[src/rtl/signed_int_to_decimal_ascii_defines.svh]
// ----------------------------------------------------------------------------
// Assertion macros for the signed integer to decimal ASCII converter
// Shared concurrent assertion forms, clocked on i_clk, held off during reset.
// ----------------------------------------------------------------------------
`ifndef SIGNED_INT_TO_DECIMAL_ASCII_DEFINES_SVH
`define SIGNED_INT_TO_DECIMAL_ASCII_DEFINES_SVH

// The condition must never be true outside reset.
`define SITDA_ASSERT_NEVER(lbl, cond, msg) \
    lbl: assert property (@(posedge i_clk) disable iff (!i_rst_n) !(cond)) \
        else $error(msg);

// Whenever the antecedent holds, the consequent holds in the same cycle.
`define SITDA_ASSERT_IMPL(lbl, ante, cons, msg) \
    lbl: assert property (@(posedge i_clk) disable iff (!i_rst_n) (ante) |-> (cons)) \
        else $error(msg);

`endif

[src/rtl/sitda_pkg.sv]
// ----------------------------------------------------------------------------
// sitda_pkg
// Types, constants and the double-dabble step shared by the converter.
// ----------------------------------------------------------------------------
`default_nettype none

package sitda_pkg;

    localparam int VALUE_W         = 32;
    localparam int NUM_DIGITS      = 10;
    localparam int BCD_W           = 4 * NUM_DIGITS;
    localparam int LEN_W           = 4;
    localparam int CHAR_W          = 8;
    localparam int STEPS_PER_STAGE = 4;

    localparam logic [CHAR_W-1:0] CHAR_ZERO  = 8'h30;
    localparam logic [CHAR_W-1:0] CHAR_MINUS = 8'h2D;

    // One value in flight through the binary to BCD conversion.
    typedef struct packed {
        logic [BCD_W-1:0]   bcd;
        logic [VALUE_W-1:0] bin;
        logic               neg;
    } t_dd;

    // One shift-and-add-3 step: correct every BCD digit, then shift left.
    function automatic t_dd dd_step(input t_dd d);
        t_dd r;
        r = d;
        for (int i = 0; i < NUM_DIGITS; i++) begin
            if (r.bcd[4*i +: 4] >= 4'd5) begin
                r.bcd[4*i +: 4] = r.bcd[4*i +: 4] + 4'd3;
            end
        end
        {r.bcd, r.bin} = {r.bcd, r.bin} << 1;
        return r;
    endfunction

endpackage

`default_nettype wire

[src/rtl/sitda_dd_stage.sv]
// ----------------------------------------------------------------------------
// sitda_dd_stage
// One register stage of the binary to BCD pipeline, with valid and stall.
// ----------------------------------------------------------------------------
`default_nettype none

module sitda_dd_stage #(
    parameter int STEPS     = sitda_pkg::STEPS_PER_STAGE,
    parameter int STAGE_IDX = 0
) (
    input  wire logic            i_clk,
    input  wire logic            i_rst_n,
    input  wire logic            i_valid,
    output logic                 o_ready,
    input  wire sitda_pkg::t_dd  i_data,
    output logic                 o_valid,
    input  wire logic            i_ready,
    output sitda_pkg::t_dd       o_data
);

    logic           r_valid;
    sitda_pkg::t_dd r_data;
    sitda_pkg::t_dd n_data;

    // Only the steps that fall inside the input width are applied.
    always_comb begin
        n_data = i_data;
        for (int j = 0; j < STEPS; j++) begin
            if (STAGE_IDX * STEPS + j < sitda_pkg::VALUE_W) begin
                n_data = sitda_pkg::dd_step(n_data);
            end
        end
    end

    assign o_ready = !r_valid || i_ready;

    always_ff @(posedge i_clk) begin
        if (!i_rst_n) begin
            r_valid <= 1'b0;
        end else if (o_ready) begin
            r_valid <= i_valid;
        end
    end

    always_ff @(posedge i_clk) begin
        if (o_ready && i_valid) begin
            r_data <= n_data;
        end
    end

    assign o_valid = r_valid;
    assign o_data  = r_data;

endmodule

`default_nettype wire

[src/rtl/sitda_ser.sv]
// ----------------------------------------------------------------------------
// sitda_ser
// Character serializer: turns one BCD value into its ASCII characters.
// ----------------------------------------------------------------------------
`default_nettype none

module sitda_ser (
    input  wire logic                             i_clk,
    input  wire logic                             i_rst_n,
    input  wire logic                             i_valid,
    output logic                                  o_ready,
    input  wire sitda_pkg::t_dd                   i_data,
    output logic                                  o_valid,
    input  wire logic                             i_ready,
    output logic [sitda_pkg::CHAR_W-1:0]          o_char,
    output logic [sitda_pkg::LEN_W-1:0]           o_len,
    output logic                                  o_last
);

    logic                           r_busy;
    logic                           r_minus;
    logic [sitda_pkg::LEN_W-1:0]    r_left;
    logic [sitda_pkg::LEN_W-1:0]    r_len;
    logic [sitda_pkg::BCD_W-1:0]    r_bcd;

    logic [sitda_pkg::LEN_W-1:0]    ndig;
    logic [sitda_pkg::LEN_W-1:0]    shift_digits;
    logic [sitda_pkg::BCD_W-1:0]    n_bcd;
    logic                           out_xfer;
    logic                           load;

    // Number of significant digits; zero still shows one digit.
    always_comb begin
        ndig = sitda_pkg::LEN_W'(1);
        for (int i = 1; i < sitda_pkg::NUM_DIGITS; i++) begin
            if (i_data.bcd[4*i +: 4] != 4'd0) begin
                ndig = sitda_pkg::LEN_W'(i + 1);
            end
        end
        shift_digits = sitda_pkg::LEN_W'(sitda_pkg::NUM_DIGITS) - ndig;
        n_bcd        = i_data.bcd << {shift_digits, 2'b00};
    end

    assign o_last   = !r_minus && (r_left == sitda_pkg::LEN_W'(1));
    assign out_xfer = r_busy && i_ready;
    assign o_ready  = !r_busy || (out_xfer && o_last);
    assign load     = o_ready && i_valid;

    always_ff @(posedge i_clk) begin
        if (!i_rst_n) begin
            r_busy <= 1'b0;
        end else if (load) begin
            r_busy <= 1'b1;
        end else if (out_xfer && o_last) begin
            r_busy <= 1'b0;
        end
    end

    always_ff @(posedge i_clk) begin
        if (load) begin
            r_minus <= i_data.neg;
            r_left  <= ndig;
            r_len   <= ndig + sitda_pkg::LEN_W'(i_data.neg);
            r_bcd   <= n_bcd;
        end else if (out_xfer) begin
            if (r_minus) begin
                r_minus <= 1'b0;
            end else begin
                r_left <= r_left - sitda_pkg::LEN_W'(1);
                r_bcd  <= r_bcd << 4;
            end
        end
    end

    assign o_valid = r_busy;
    assign o_char  = r_minus ? sitda_pkg::CHAR_MINUS
                             : sitda_pkg::CHAR_ZERO
                               + sitda_pkg::CHAR_W'(r_bcd[sitda_pkg::BCD_W-1 -: 4]);
    assign o_len   = r_len;

`include "signed_int_to_decimal_ascii_defines.svh"

    `SITDA_ASSERT_NEVER(a_left_nonzero, r_busy && (r_left == '0), "busy with no digits left")
    `SITDA_ASSERT_IMPL(a_len_range, r_busy, (r_len >= r_left) && (r_len <= sitda_pkg::LEN_W'(11)), "text length out of range")
    `SITDA_ASSERT_IMPL(a_digit_ok, r_busy && !r_minus, r_bcd[sitda_pkg::BCD_W-1 -: 4] <= 4'd9, "digit is not decimal")

endmodule

`default_nettype wire

[src/rtl/signed_int_to_decimal_ascii.sv]
// Path: an accepted value is registered in the sign stage, then in each
// double-dabble stage in turn, then loaded into the serializer.
// Throughput: bounded by the single character output of the serializer,
// which sends each value as text of 1 to 11 characters; the conversion pipeline takes one
// value per cycle when the serializer keeps up.
// Reset: synchronous, active low; clears all valid and busy flags.
// ----------------------------------------------------------------------------
// signed_int_to_decimal_ascii
// Converts a signed 32-bit integer to decimal ASCII text, one character per
// output transaction, most significant character first.
// ----------------------------------------------------------------------------
`default_nettype none

module signed_int_to_decimal_ascii #(
    // Double-dabble steps per pipeline stage; sets the pipeline depth.
    parameter int STEPS_PER_STAGE = sitda_pkg::STEPS_PER_STAGE
) (
    input  wire logic               i_clk,
    input  wire logic               i_rst_n,
    // Input stream. tdata: [31:0] value (signed).
    input  wire logic               i_s_axis_tvalid,
    output logic                    o_s_axis_tready,
    input  wire logic signed [31:0] i_s_axis_tdata,
    // Output stream. tdata: [7:0] char_code, [11:8] text_length, [15:12] zero.
    output logic                    o_m_axis_tvalid,
    input  wire logic               i_m_axis_tready,
    output logic [15:0]             o_m_axis_tdata,
    // tlast carries is_last: high on the final character of a value.
    output logic                    o_m_axis_tlast
);

    localparam int NUM_STAGES =
        (sitda_pkg::VALUE_W + STEPS_PER_STAGE - 1) / STEPS_PER_STAGE;

    // Pipeline links; index 0 is the output of the sign stage.
    logic           w_valid [NUM_STAGES+1];
    logic           w_ready [NUM_STAGES+1];
    sitda_pkg::t_dd w_data  [NUM_STAGES+1];

    // Sign stage: the magnitude is formed unsigned, so the most negative
    // value yields 2147483648 without overflow.
    logic           r_sign_valid;
    sitda_pkg::t_dd r_sign_data;
    sitda_pkg::t_dd n_sign_data;

    always_comb begin
        n_sign_data.neg = i_s_axis_tdata[sitda_pkg::VALUE_W-1];
        n_sign_data.bcd = '0;
        n_sign_data.bin = n_sign_data.neg ? (sitda_pkg::VALUE_W'(0) - i_s_axis_tdata)
                                          : i_s_axis_tdata;
    end

    assign o_s_axis_tready = !r_sign_valid || w_ready[0];

    always_ff @(posedge i_clk) begin
        if (!i_rst_n) begin
            r_sign_valid <= 1'b0;
        end else if (o_s_axis_tready) begin
            r_sign_valid <= i_s_axis_tvalid;
        end
    end

    always_ff @(posedge i_clk) begin
        if (o_s_axis_tready && i_s_axis_tvalid) begin
            r_sign_data <= n_sign_data;
        end
    end

    assign w_valid[0] = r_sign_valid;
    assign w_data[0]  = r_sign_data;

    // Binary to BCD: a chain of shift-and-add-3 stages, each holding one
    // value with its own valid bit and stalling back as the chain fills.
    for (genvar s = 0; s < NUM_STAGES; s++) begin : g_dd
        sitda_dd_stage #(
            .STEPS     (STEPS_PER_STAGE),
            .STAGE_IDX (s)
        ) u_stage (
            .i_clk   (i_clk),
            .i_rst_n (i_rst_n),
            .i_valid (w_valid[s]),
            .o_ready (w_ready[s]),
            .i_data  (w_data[s]),
            .o_valid (w_valid[s+1]),
            .i_ready (w_ready[s+1]),
            .o_data  (w_data[s+1])
        );
    end

    // The serializer holds one value and sends its characters; it takes
    // the next value in the cycle its last character is accepted.
    logic [sitda_pkg::CHAR_W-1:0] ser_char;
    logic [sitda_pkg::LEN_W-1:0]  ser_len;

    sitda_ser u_ser (
        .i_clk   (i_clk),
        .i_rst_n (i_rst_n),
        .i_valid (w_valid[NUM_STAGES]),
        .o_ready (w_ready[NUM_STAGES]),
        .i_data  (w_data[NUM_STAGES]),
        .o_valid (o_m_axis_tvalid),
        .i_ready (i_m_axis_tready),
        .o_char  (ser_char),
        .o_len   (ser_len),
        .o_last  (o_m_axis_tlast)
    );

    assign o_m_axis_tdata = {4'b0000, ser_len, ser_char};

endmodule

`default_nettype wire
[config.mk]
export PLATFORM = sky130hd
export DESIGN_NAME = signed_int_to_decimal_ascii
export DESIGN_NICKNAME = d
export VERILOG_FILES = /design/src/rtl/sitda_pkg.sv /design/src/rtl/sitda_dd_stage.sv /design/src/rtl/sitda_ser.sv /design/src/rtl/signed_int_to_decimal_ascii.sv
export VERILOG_INCLUDE_DIRS = /design/src /design/src/rtl
export SDC_FILE = /design/constraint.sdc
export NUM_CORES = 1
export LEC_CHECK = 0
export BUFFER_PORTS_ARGS = -buffer_cell sky130_fd_sc_hd__buf_2
export CAP_MARGIN = 10
export CORE_ASPECT_RATIO = 0.9
export CORE_MARGIN = 1.5
export CORE_UTILIZATION = 65
export CTS_CLUSTER_SIZE = 20
export DETAILED_ROUTE_END_ITERATION = 7
export PLACE_DENSITY = 0.82
export SKIP_CTS_REPAIR_TIMING = 1
export SKIP_LAST_GASP = 1
export SLEW_MARGIN = 20
export SYNTH_ARGS = -nofsm -noshare
export SYNTH_HDL_FRONTEND = slang
export SYNTH_SLANG_ARGS = --single-unit
[constraint.sdc]
create_clock -name i_clk -period 13.25 [get_ports i_clk]
set_input_delay 0.6625 -clock i_clk [delete_from_list [all_inputs] [get_ports i_clk]]
set_output_delay 0.6625 -clock i_clk [all_outputs]
set_load 0.03 [all_outputs]
==> results.md, run 1 <==
Run status:
- The flow ran to the end, and the final reports show no timing, DRC or antenna violations.

STA:
- Of the available clock period, the critical path in the final layout requires 37.0%.
- The final hold violation count is 0.
- The highest achievable clock rate is 204 MHz.
- The setup clock skew after layout is 0.0281 ns.
- Setup violations remaining at the end of the flow were counted as 0.
- Setup repair after global routing left no endpoint under its margin.
- After routing, the total negative slack on setup checks comes to 0 ns.
- Hold timing on the final database bottoms out at a slack of 0.267 ns.
- At the pin with the least slew margin, the transition time is 1.08 ns.
- Measured against its own limit, the worst slew margin works out to between 20% and 30%.
- After layout, the worst setup slack is ~8.3 ns.
- The number of pins exceeding their max-slew limit in the final report came to 0.
- The post-route minimum period is 4.90 ns.

Synthesis:
- Yosys mapped the design onto 116 distinct sky130hd cell types.
- The dominant combinational cell family by area after synthesis is compound AO/OA/AOI/OAI gates.
- The adder-cell area share of the yosys netlist is 6.01%.
- Sequential cells were found to cover 37.7% of the synthesized design area.
- For this run, the number of Yosys warnings is 0.
- The XOR/XNOR share of the synthesized area is 5.32%.
- Synthesis inferred 397 register bits.
- The most used flip-flop cell after synthesis is sky130_fd_sc_hd__edfxtp_1.
- After synthesis, the mean cell area works out to 9.11 um^2.
- Summing the areas of all compound-gate instances in the mapped netlist gives 25.2% of the synthesized area.
- The post-synthesis async set-or-reset flop share is 0%.
- The cell area that synthesis handed to floorplanning was 31300 um^2.
- Of the post-synthesis cell area, the part taken by muxes is 5.45%.
- In this run, synthesis inferred just under 400 flip-flops with an integrated enable.
- The area share of and/or/nand/nor cells after synthesis is between 15 and 20%.
- The post-synthesis cell count is 3439.

Route:
- The detailed router used layers up to and including met4.
- The overall routed net length is 66800 um.
- The met2 wirelength from detailed routing is approximately 33000 um.
- Using the TritonRoute via totals, the vias-per-cell ratio works out to 6.34.
- For this run, design rule violations remaining after detail routing come to 0.
- The number of detailed-routing iterations run before antenna repair is 7.
- The routed length on met3 is 3110 um.
- In this run, the number of DRC markers left after iteration 0 of detailed routing was about 2100.
- The residual antenna-violating net count after detailed routing is 0.
- The detailed router placed 25900 vias in this run.
- For this block, wires on met1 add up to about 30000 um.
- Dividing the detail-routed wire length by the instance count gives 16.3 um.

Cells and area:
- The area growth from synthesis to layout is 7.10%.
- After the last flow step, the layout net total stands at 3620.
- The number of antenna diodes in the final layout is 0.
- The fraction of final layout cells sized beyond drive strength 1 is 9.25%.
- Fill cells in the final layout number 3505.
- At the end of the flow the core is filled with cells to 70.3%.

Floorplan:
- The placement row count is 76.
- The overall die height is 211 um.
- The horizontal die dimension is 234 um.
- The number of I/O pins is 55.
- The die covers 49500 um^2.
- The region available for standard cell placement spans 47700 um^2.
- The effective utilization at floorplan is 65.6%.

Min path:
- The source of the worst hold timing path is i_s_axis_tdata[0].
- The worst min-delay path category is input pin to flop.
- The worst hold path cell count is 1.

Clocking:
- Clock latency on the worst-skew pair, taken at its later pin, is just over 0.6 ns.
- The H-tree depth is 2.
- The number of CTS-inserted buffers is 43.
- Counting every sink on the clock net gives 397.
- The clock-pin transition on the worst setup and hold timing paths is 0.06 ns.
- TritonCTS built the clock tree.
- The maximum number of buffers from clock root to sink is 3.
- The clock root buffer is sky130_fd_sc_hd__clkbuf_16.

Global routing:
- The first global-routing pass estimated 111000 um of wire.
- The number of global-route vias before repair is roughly 24000.
- The global-route usage over all layers is a little over a quarter.
- The initial antenna violation count was 0.
- The largest net degree at the start of global routing is 43.
- The global-route congestion overflow total is 0.

Critical path:
- For the worst setup path, the data required time is 13.60 ns.
- The critical register-to-register path startpoint is g_dd[7].u_stage.o_data[69]$_DFFE_PP_.
- The startpoint-to-endpoint class of the critical path is flop to flop.
- The largest fanout on the critical path is 32.
- The endpoint of the worst setup timing path is u_ser.r_bcd[18]$_DFFE_PP_.
- The launching element of the worst setup path is g_dd[7].u_stage.o_data[69]$_DFFE_PP_.
- The slack of the worst reg-to-reg path is 8.35 ns.
- STA classifies the critical path startpoint as a flop.
- The number of cells on the worst reg-to-reg path is 10.
- The arrival time at the worst endpoint is 5.26 ns.
- In this run the critical register-to-register path is captured at u_ser.r_bcd[18]$_DFFE_PP_.
- The nature of the critical path endpoint is a flop.

Place:
- The setup slack at placement is ~8.5 ns.
- The count of buffers added on input and output ports is 47.
- At the end of routability-driven placement, the weighted congestion stood at about 0.92.
- The detailed-placement wirelength estimate is around 49000 um.

Power and ir drop:
- For this design the static power due to leakage is 12.6 nW.
- The peak supply drop is 0.000123 V.
- The power density over cell area is around 92 nW/um^2.

Job:
- The reported max-cap violation count is 0.
-- cell type report --
type	count	area, um^2	share of cell area (%)
multi-input combinational	2737	18400	54.8
clock buffer	55	1150	3.43
sequential	397	11800	35.2
inverter	195	732	2.18
timing repair buffer	62	393	1.17
clock inverter	24	288	0.858
tap	624	781	2.33
-- sequential cells by signal, summed over array words and instances, names as in the netlist --
signal / cells
u_ser.r_bcd: 40
g_dd.u_stage.o_valid: 8
r_sign_data: 33
u_ser.o_valid: 1
u_ser.r_minus: 1
u_ser.r_left: 4
r_sign_valid: 1
u_ser.o_len: 4
g_dd.u_stage.o_data: 305
-- how the worst min path moves through the flow --
stage,end
floorplan,g_dd[0].u_stage.o_data[0]$_DFFE_PP_
global placement,g_dd[0].u_stage.o_data[20]$_DFFE_PP_
detailed placement,g_dd[0].u_stage.o_data[14]$_DFFE_PP_
CTS,r_sign_data[1]$_DFFE_PP_
global route,r_sign_data[1]$_DFFE_PP_
finish,r_sign_data[1]$_DFFE_PP_
-- cells by family after synthesis --
| kind of cell | after synthesis |
|---|---|
| muxes | 159 |
| buffers and inverters | 310 |
| DFF | 397 |
| xor gates and xnor gates | 179 |
| AOI/OAI and AO/OA | 1195 |
| other | 2 |
| and+or+nand+nor | 1046 |
| adders and majority gates | 151 |
-- cell usage in the layout, fill, tap and decap left out, types with 20 or more instances in the layout --
cell	n
sky130_fd_sc_hd__a211oi_1	49
sky130_fd_sc_hd__a21boi_0	21
sky130_fd_sc_hd__a21o_1	40
sky130_fd_sc_hd__a21oi_1	264
sky130_fd_sc_hd__a21oi_2	20
sky130_fd_sc_hd__a22oi_1	28
sky130_fd_sc_hd__a31oi_1	54
sky130_fd_sc_hd__and2_1	36
sky130_fd_sc_hd__buf_2	47
sky130_fd_sc_hd__clkbuf_16	43
sky130_fd_sc_hd__edfxtp_1	387
sky130_fd_sc_hd__ha_1	148
sky130_fd_sc_hd__inv_1	175
sky130_fd_sc_hd__mux2_2	49
sky130_fd_sc_hd__mux2i_1	98
sky130_fd_sc_hd__nand2_1	326
sky130_fd_sc_hd__nand2b_1	83
sky130_fd_sc_hd__nand3_1	59
sky130_fd_sc_hd__nor2_1	256
sky130_fd_sc_hd__nor2b_1	39
sky130_fd_sc_hd__nor3_1	65
sky130_fd_sc_hd__nor3b_1	31
sky130_fd_sc_hd__o211ai_1	40
sky130_fd_sc_hd__o21a_1	45
sky130_fd_sc_hd__o21ai_0	245
sky130_fd_sc_hd__o21ai_1	74
sky130_fd_sc_hd__o21bai_1	23
sky130_fd_sc_hd__o22ai_1	41
sky130_fd_sc_hd__o31ai_1	21
sky130_fd_sc_hd__or2_2	20
sky130_fd_sc_hd__or3_1	27
sky130_fd_sc_hd__xnor2_1	135
sky130_fd_sc_hd__xor2_1	29
-- power by group --
group / switching [mW] / leakage [nW] / internal, mW
clock network: 0.529 / 0.701 / 0.704
registers: 0.0122 / 3.59 / 1.41
logic: 0.252 / 8.34 / 0.171
-- cell usage after synthesis, types with 18 or more instances --
master / n / area share, %
sky130_fd_sc_hd__ha_1: 148 / 5.9
sky130_fd_sc_hd__nor2_1: 256 / 3.1
sky130_fd_sc_hd__a211oi_1: 49 / 1.2
sky130_fd_sc_hd__a221oi_1: 19 / 0.53
sky130_fd_sc_hd__o21a_1: 45 / 1.1
sky130_fd_sc_hd__mux2_2: 49 / 1.8
sky130_fd_sc_hd__or2_2: 20 / 0.40
sky130_fd_sc_hd__edfxtp_1: 387 / 37
sky130_fd_sc_hd__nor3b_1: 31 / 0.74
sky130_fd_sc_hd__mux2i_1: 98 / 3.1
sky130_fd_sc_hd__o21ai_0: 245 / 3.9
sky130_fd_sc_hd__and3_1: 18 / 0.36
sky130_fd_sc_hd__o211ai_1: 40 / 0.96
sky130_fd_sc_hd__nand2b_1: 83 / 1.7
sky130_fd_sc_hd__o31ai_1: 21 / 0.50
sky130_fd_sc_hd__inv_1: 175 / 2.1
sky130_fd_sc_hd__nor2b_1: 44 / 0.88
sky130_fd_sc_hd__o22ai_1: 41 / 0.82
sky130_fd_sc_hd__xor2_1: 29 / 0.81
sky130_fd_sc_hd__o21ai_1: 74 / 1.2
sky130_fd_sc_hd__nor3_1: 65 / 1.0
sky130_fd_sc_hd__a31oi_1: 54 / 1.1
sky130_fd_sc_hd__nand2_1: 326 / 3.9
sky130_fd_sc_hd__and2_1: 36 / 0.72
sky130_fd_sc_hd__a21oi_2: 19 / 0.53
sky130_fd_sc_hd__inv_2: 19 / 0.23
sky130_fd_sc_hd__a22oi_1: 28 / 0.67
sky130_fd_sc_hd__clkbuf_1: 84 / 1.0
sky130_fd_sc_hd__a21o_1: 40 / 0.96
sky130_fd_sc_hd__nand3_1: 59 / 0.94
sky130_fd_sc_hd__o21bai_1: 23 / 0.55
sky130_fd_sc_hd__xnor2_1: 137 / 3.8
sky130_fd_sc_hd__a21oi_1: 266 / 4.2
sky130_fd_sc_hd__a21boi_0: 25 / 0.60
sky130_fd_sc_hd__or3_1: 27 / 0.54
-- through the flow --
stage / area, um^2 / power [mW] / cells
2_1_floorplan: 31400 / 1.78 / 3444
3_3_place_gp: 32000 / 1.83 / 4012
3_5_place_dp: 32000 / 1.86 / 4012
4_1_cts: 33500 / 3.10 / 4091
5_1_grt: 33600 / 3.19 / 4094
6_report: 33600 / 3.08 / 4094
-- metal layers --
layer	GRT usage, %	up-vias
met5	0	-
met4	7.38	0
met3	3.12	107
met2	46.9	708
met1	34.0	12200
li1	-	12900
-- worst max-delay path: stages, from the launching register on --
cell,delay [ns]
sky130_fd_sc_hd__edfxtp_1,0.40
sky130_fd_sc_hd__nor4_1,0.88
sky130_fd_sc_hd__and2_1,0.25
sky130_fd_sc_hd__a21oi_2,0.07
sky130_fd_sc_hd__inv_2,0.45
sky130_fd_sc_hd__ha_1,0.23
sky130_fd_sc_hd__buf_4,0.34
sky130_fd_sc_hd__clkinv_1,0.80
sky130_fd_sc_hd__mux4_2,0.78
sky130_fd_sc_hd__and2_1,0.17
sky130_fd_sc_hd__a221o_1,0.25
No activity file was read; power rests on OpenSTA's default activity.
==> inputs of run 2 (changes only) <==
--- a/config.mk
+++ b/config.mk
@@ -10,10 +10,10 @@
 export CAP_MARGIN = 10
 export CORE_ASPECT_RATIO = 0.9
 export CORE_MARGIN = 1.5
-export CORE_UTILIZATION = 65
+export CORE_UTILIZATION = 59
 export CTS_CLUSTER_SIZE = 20
 export DETAILED_ROUTE_END_ITERATION = 7
-export PLACE_DENSITY = 0.82
+export PLACE_DENSITY = 0.79
 export SKIP_CTS_REPAIR_TIMING = 1
 export SKIP_LAST_GASP = 1
 export SLEW_MARGIN = 20
==> constraint.sdc (replaced) <==
create_clock -name i_clk -period 3.94 [get_ports i_clk]
set_input_delay 0.197 -clock i_clk [delete_from_list [all_inputs] [get_ports i_clk]]
set_output_delay 0.197 -clock i_clk [all_outputs]
set_load 0.03 [all_outputs]
==> run 2 against run 1 <==
  * Combinational power grew to 3.6 times the previous value
  * Total power grew to 3.4 times the previous value
  * Via count increased by 3.2%
  * Sequential cell count is the same
  * Non-clock buffer count rose by 83
  * First-iteration DRC count increased by 2.9%
  * Fmax increased by 27%
  * Clock power increased to 3.4 times the previous value
  * Die area is 10% higher
  * Clock skew is 0.0076 ns lower
  * Register-to-register slack got worse by 8.3 ns
  * Critical path type unchanged
  * Critical endpoint is now g_dd[1].u_stage.o_data[38]$_DFFE_PP_
  * Largest cell class unchanged
  * Largest power group unchanged
==> results.md, run 2 (same netlist as run 1, synthesis figures left out) <==
Run status:
- The run finished with clean final reports.

Critical path:
- The largest stage delay on the critical path is 0.40 ns (-0.48 ns).
- The worst-path cell with the longest stage delay is sky130_fd_sc_hd__edfxtp_1.
- In this run the critical register-to-register path is launched from g_dd[0].u_stage.o_data[34]$_DFFE_PP_.
- The sum of buffers and inverters on the critical path came to 1 (-2).
- The number of cells on the critical path came to 15 (+5).
- The arrival time at the worst endpoint is 4.20 ns (-1.06 ns).
- The destination of the worst register-to-register timing path is g_dd[1].u_stage.o_data[38]$_DFFE_PP_.
- The critical path launch point type is a flop.
- The number of cells on the worst reg-to-reg path is 15 (+5).
- In this run the worst setup path terminates at g_dd[1].u_stage.o_data[38]$_DFFE_PP_.
- The largest fanout on the critical path is 6 (-81%).
- By startpoint and endpoint, the worst setup path is classified as flop to flop.
- The critical path starts at g_dd[0].u_stage.o_data[34]$_DFFE_PP_.
- The data required time of the worst path is 4.27 ns (-9.33 ns).
- The cell with the most instances on the worst path is sky130_fd_sc_hd__nand2b_1.
- Traced cell by cell, the critical path runs through inv_1, ha_1, nand2b_1, a21oi_4, xnor2_2, ha_2, nand2b_1, a21bo_2, or3_1, a31oi_1, nor2_2, ha_1, nand2b_1, mux2i_1, a211o_1.
- The kind of cell with the highest combined delay along the critical path is compound AO/OA/AOI/OAI gates.
- The worst setup path is captured at a flop.
- The slack of the worst reg-to-reg path is 0.07 ns (-8.28 ns).

STA:
- The number of pins exceeding their max-slew limit in the final report is 0 (unchanged).
- The final count of negative-setup-slack endpoints is 0 (unchanged).
- The final hold violation count is 0 (unchanged).
- Setup repair after global routing could not meet its margin everywhere.
- The setup clock skew after layout is 0.0205 ns (-0.00761 ns).
- The final worst-path setup slack came to 0.0679 ns (-8.28 ns).
- The worst slew margin relative to its limit is 33.9% (+6.3 points).
- The sum of negative setup slack is 0 ns (unchanged).
- The post-route minimum period was 3.87 ns (-1.03 ns).
- The portion of the clock cycle consumed by the worst path in the final layout is 98.3% (+61 points).
- The highest achievable clock rate is 258 MHz (+27%).
- The actual transition at the worst max-transition pin is 0.989 ns (-0.0960 ns).

Clocking:
- The number of sinks driven by the clock tree is 397 (unchanged).
- The clock-pin transition on the worst setup and hold timing paths is 0.06 ns (about the same).
- The H-tree depth was 2 (unchanged).
- The maximum number of buffers from clock root to sink is 3 (unchanged).
- The number of CTS-inserted buffers is 45 (+4.7%).
- The clock tree from TritonCTS is built.
- The clock root buffer is sky130_fd_sc_hd__clkbuf_16.
- The clock latency on the worst-skew pair was 0.59 ns (-0.02 ns).

Cells and area:
- The net count reported at finish is 3705 (+2.3%).
- The antenna diode count is 0 (unchanged).
- The share of the core filled with cells in the final layout is 66.5% (-3.8 points).
- In the layout the commonest cells are 387 x sky130_fd_sc_hd__edfxtp_1, 326 x sky130_fd_sc_hd__nand2_1, 256 x sky130_fd_sc_hd__a21oi_1, 253 x sky130_fd_sc_hd__nor2_1, 241 x sky130_fd_sc_hd__o21ai_0.
- The area growth from synthesis to layout is 10.5%.
- The flip-flop count of the largest register, all copies and words added is 305 (unchanged).
- Leaving out fill and tap cells, the most frequent cell in the layout is sky130_fd_sc_hd__edfxtp_1.
- The final instance area was 34600 um^2 (+3.2%).
- The fraction of final layout cells sized beyond drive strength 1 is 11.9% (+2.6 points).

Route:
- The number of vias after detailed routing was 26800 (+3.2%).
- The detailed-route wire length per cell was 17.1 um (+4.9%).
- The residual antenna-violating net count after detailed routing is 0 (unchanged).
- The post-detailed-route via-to-cell ratio is 6.30 (-0.52%).
- The overall routed net length is 72600 um (+8.8%).
- The iteration-0 DRC count of the detailed router was 2209 (+2.9%).
- The number of detailed-routing iterations run before antenna repair is 6 (-1).
- The number of design rule violations left after detail routing is 0 (unchanged).

Floorplan:
- The horizontal die dimension is 246 um (+4.9%).
- The placement row count is 79 (+3.9%).
- The effective utilization at floorplan is 60.1% (-5.5 points).
- The number of I/O pins was 55 (unchanged).
- The overall die height is 222 um (+4.9%).
- The full die area is 54500 um^2 (+10%).
- The core box area is 52100 um^2 (+9.1%).

Power and ir drop:
- The leakage power is 13.1 nW (+3.6%).
- The power density over cell area is 304 nW/um^2 (+230%).
- The peak supply drop was 0.000421 V (+240%).
- The post-layout total power is 10.5 mW (+240%).

Global routing:
- The fraction of met3 tracks used by global routing came to 3.36% (+0.25 points).
- The global-route congestion overflow total is 0 (unchanged).
- The fraction of met1 tracks used by global routing was 32.4% (-1.5 points).
- The met2 track utilization from global routing is 44.7% (-2.2 points).
- The largest net degree at the start of global routing is 43 (unchanged).
- In this run the most used layer during global routing was met2.
- The initial antenna violation count is 0 (unchanged).
- The number of global-route vias before repair is 24900 (+2.9%).
- The global-route usage over all layers was 25.3% (-1.2 points).
- The global-route wire length before repair is 117000 um (+5.9%).

Place:
- The instance area at placement was 32500 um^2 (+1.3%).
- The final weighted congestion in routability-driven placement came to 0.907 (-1.1%).
- The count of input and output buffers is 47 (unchanged).
- The setup slack at placement came to -0.146 ns (-8.66 ns).
- The detailed-placement wirelength estimate was 51300 um (+4.9%).

Min path:
- The path class of the tightest hold or removal check is input pin to flop.

Job:
- The reported max-cap violation count is 0 (unchanged).
-- run 2: cell types whose count changed in the layout (fill, tap and decap cells not counted), sizes merged --
cell         delta
buf            +51
bufinv          -1
clkinv          +5
dlygate4sd3    +32
-- run 2: power by group --
part           total, mW  leakage [nW]  switching [mW]  internal (mW)
clock network       4.20         0.724            1.78           2.42
logic               1.54          8.76           0.907          0.633
registers           4.79          3.59          0.0438           4.75
total               10.5          13.1            2.73           7.81
-- run 2: final cells by class --
class / count / area [um^2]
Sequential cell: 397 / 11800
Tap cell: 688 / 861
Inverter: 195 / 732
Multi-Input combinational cell: 2737 / 18600
Clock inverter: 28 / 246
Fill cell: 3949 / 17500
Timing Repair Buffer: 145 / 1100
Clock buffer: 55 / 1220
-- run 2: per-stage QoR --
step | hold slack, ns | instances
final | 0.0263 | 4245
after global routing | 0.0136 | 4245
after CTS | -0.197 | 4200
after detailed placement | 0.405 | 4117
after global placement | 0.401 | 4117
after floorplan | 0.296 | 3444
-- run 2: how the worst min path moves through the flow --
stage          cells past startpoint                 startpoint  slack (ns)                              endpoint
4_1_cts                            1          i_s_axis_tdata[0]       -0.20              r_sign_data[1]$_DFFE_PP_
3_3_place_gp                       0   r_sign_data[8]$_DFFE_PP_        0.40  g_dd[0].u_stage.o_data[12]$_DFFE_PP_
6_report                           2         i_s_axis_tdata[28]        0.03             r_sign_data[29]$_DFFE_PP_
2_1_floorplan                      0         i_s_axis_tdata[31]        0.30              r_sign_data[0]$_DFFE_PP_
5_1_grt                            2         i_s_axis_tdata[28]        0.01             r_sign_data[29]$_DFFE_PP_
3_5_place_dp                       0  r_sign_data[28]$_DFFE_PP_        0.40  g_dd[0].u_stage.o_data[32]$_DFFE_PP_
-- run 2: metal layers --
layer | routed length (um) | share of wire, %
met4 | 1440 | 2.0
met5 | 0 | 0
met3 | 3680 | 5.1
met2 | 36300 | 50
met1 | 31200 | 43
-- run 2: worst register-to-register path, cell delays in order, from the launching register on --
cell and delay (ns):
sky130_fd_sc_hd__edfxtp_1 0.40, sky130_fd_sc_hd__inv_1 0.20, sky130_fd_sc_hd__ha_1 0.24, sky130_fd_sc_hd__nand2b_1 0.12, sky130_fd_sc_hd__a21oi_4 0.28, sky130_fd_sc_hd__xnor2_2 0.22, sky130_fd_sc_hd__ha_2 0.31, sky130_fd_sc_hd__nand2b_1 0.08
sky130_fd_sc_hd__a21bo_2 0.27, sky130_fd_sc_hd__or3_1 0.33, sky130_fd_sc_hd__a31oi_1 0.35, sky130_fd_sc_hd__nor2_2 0.13, sky130_fd_sc_hd__ha_1 0.25, sky130_fd_sc_hd__nand2b_1 0.07, sky130_fd_sc_hd__mux2i_1 0.07, sky130_fd_sc_hd__a211o_1 0.31
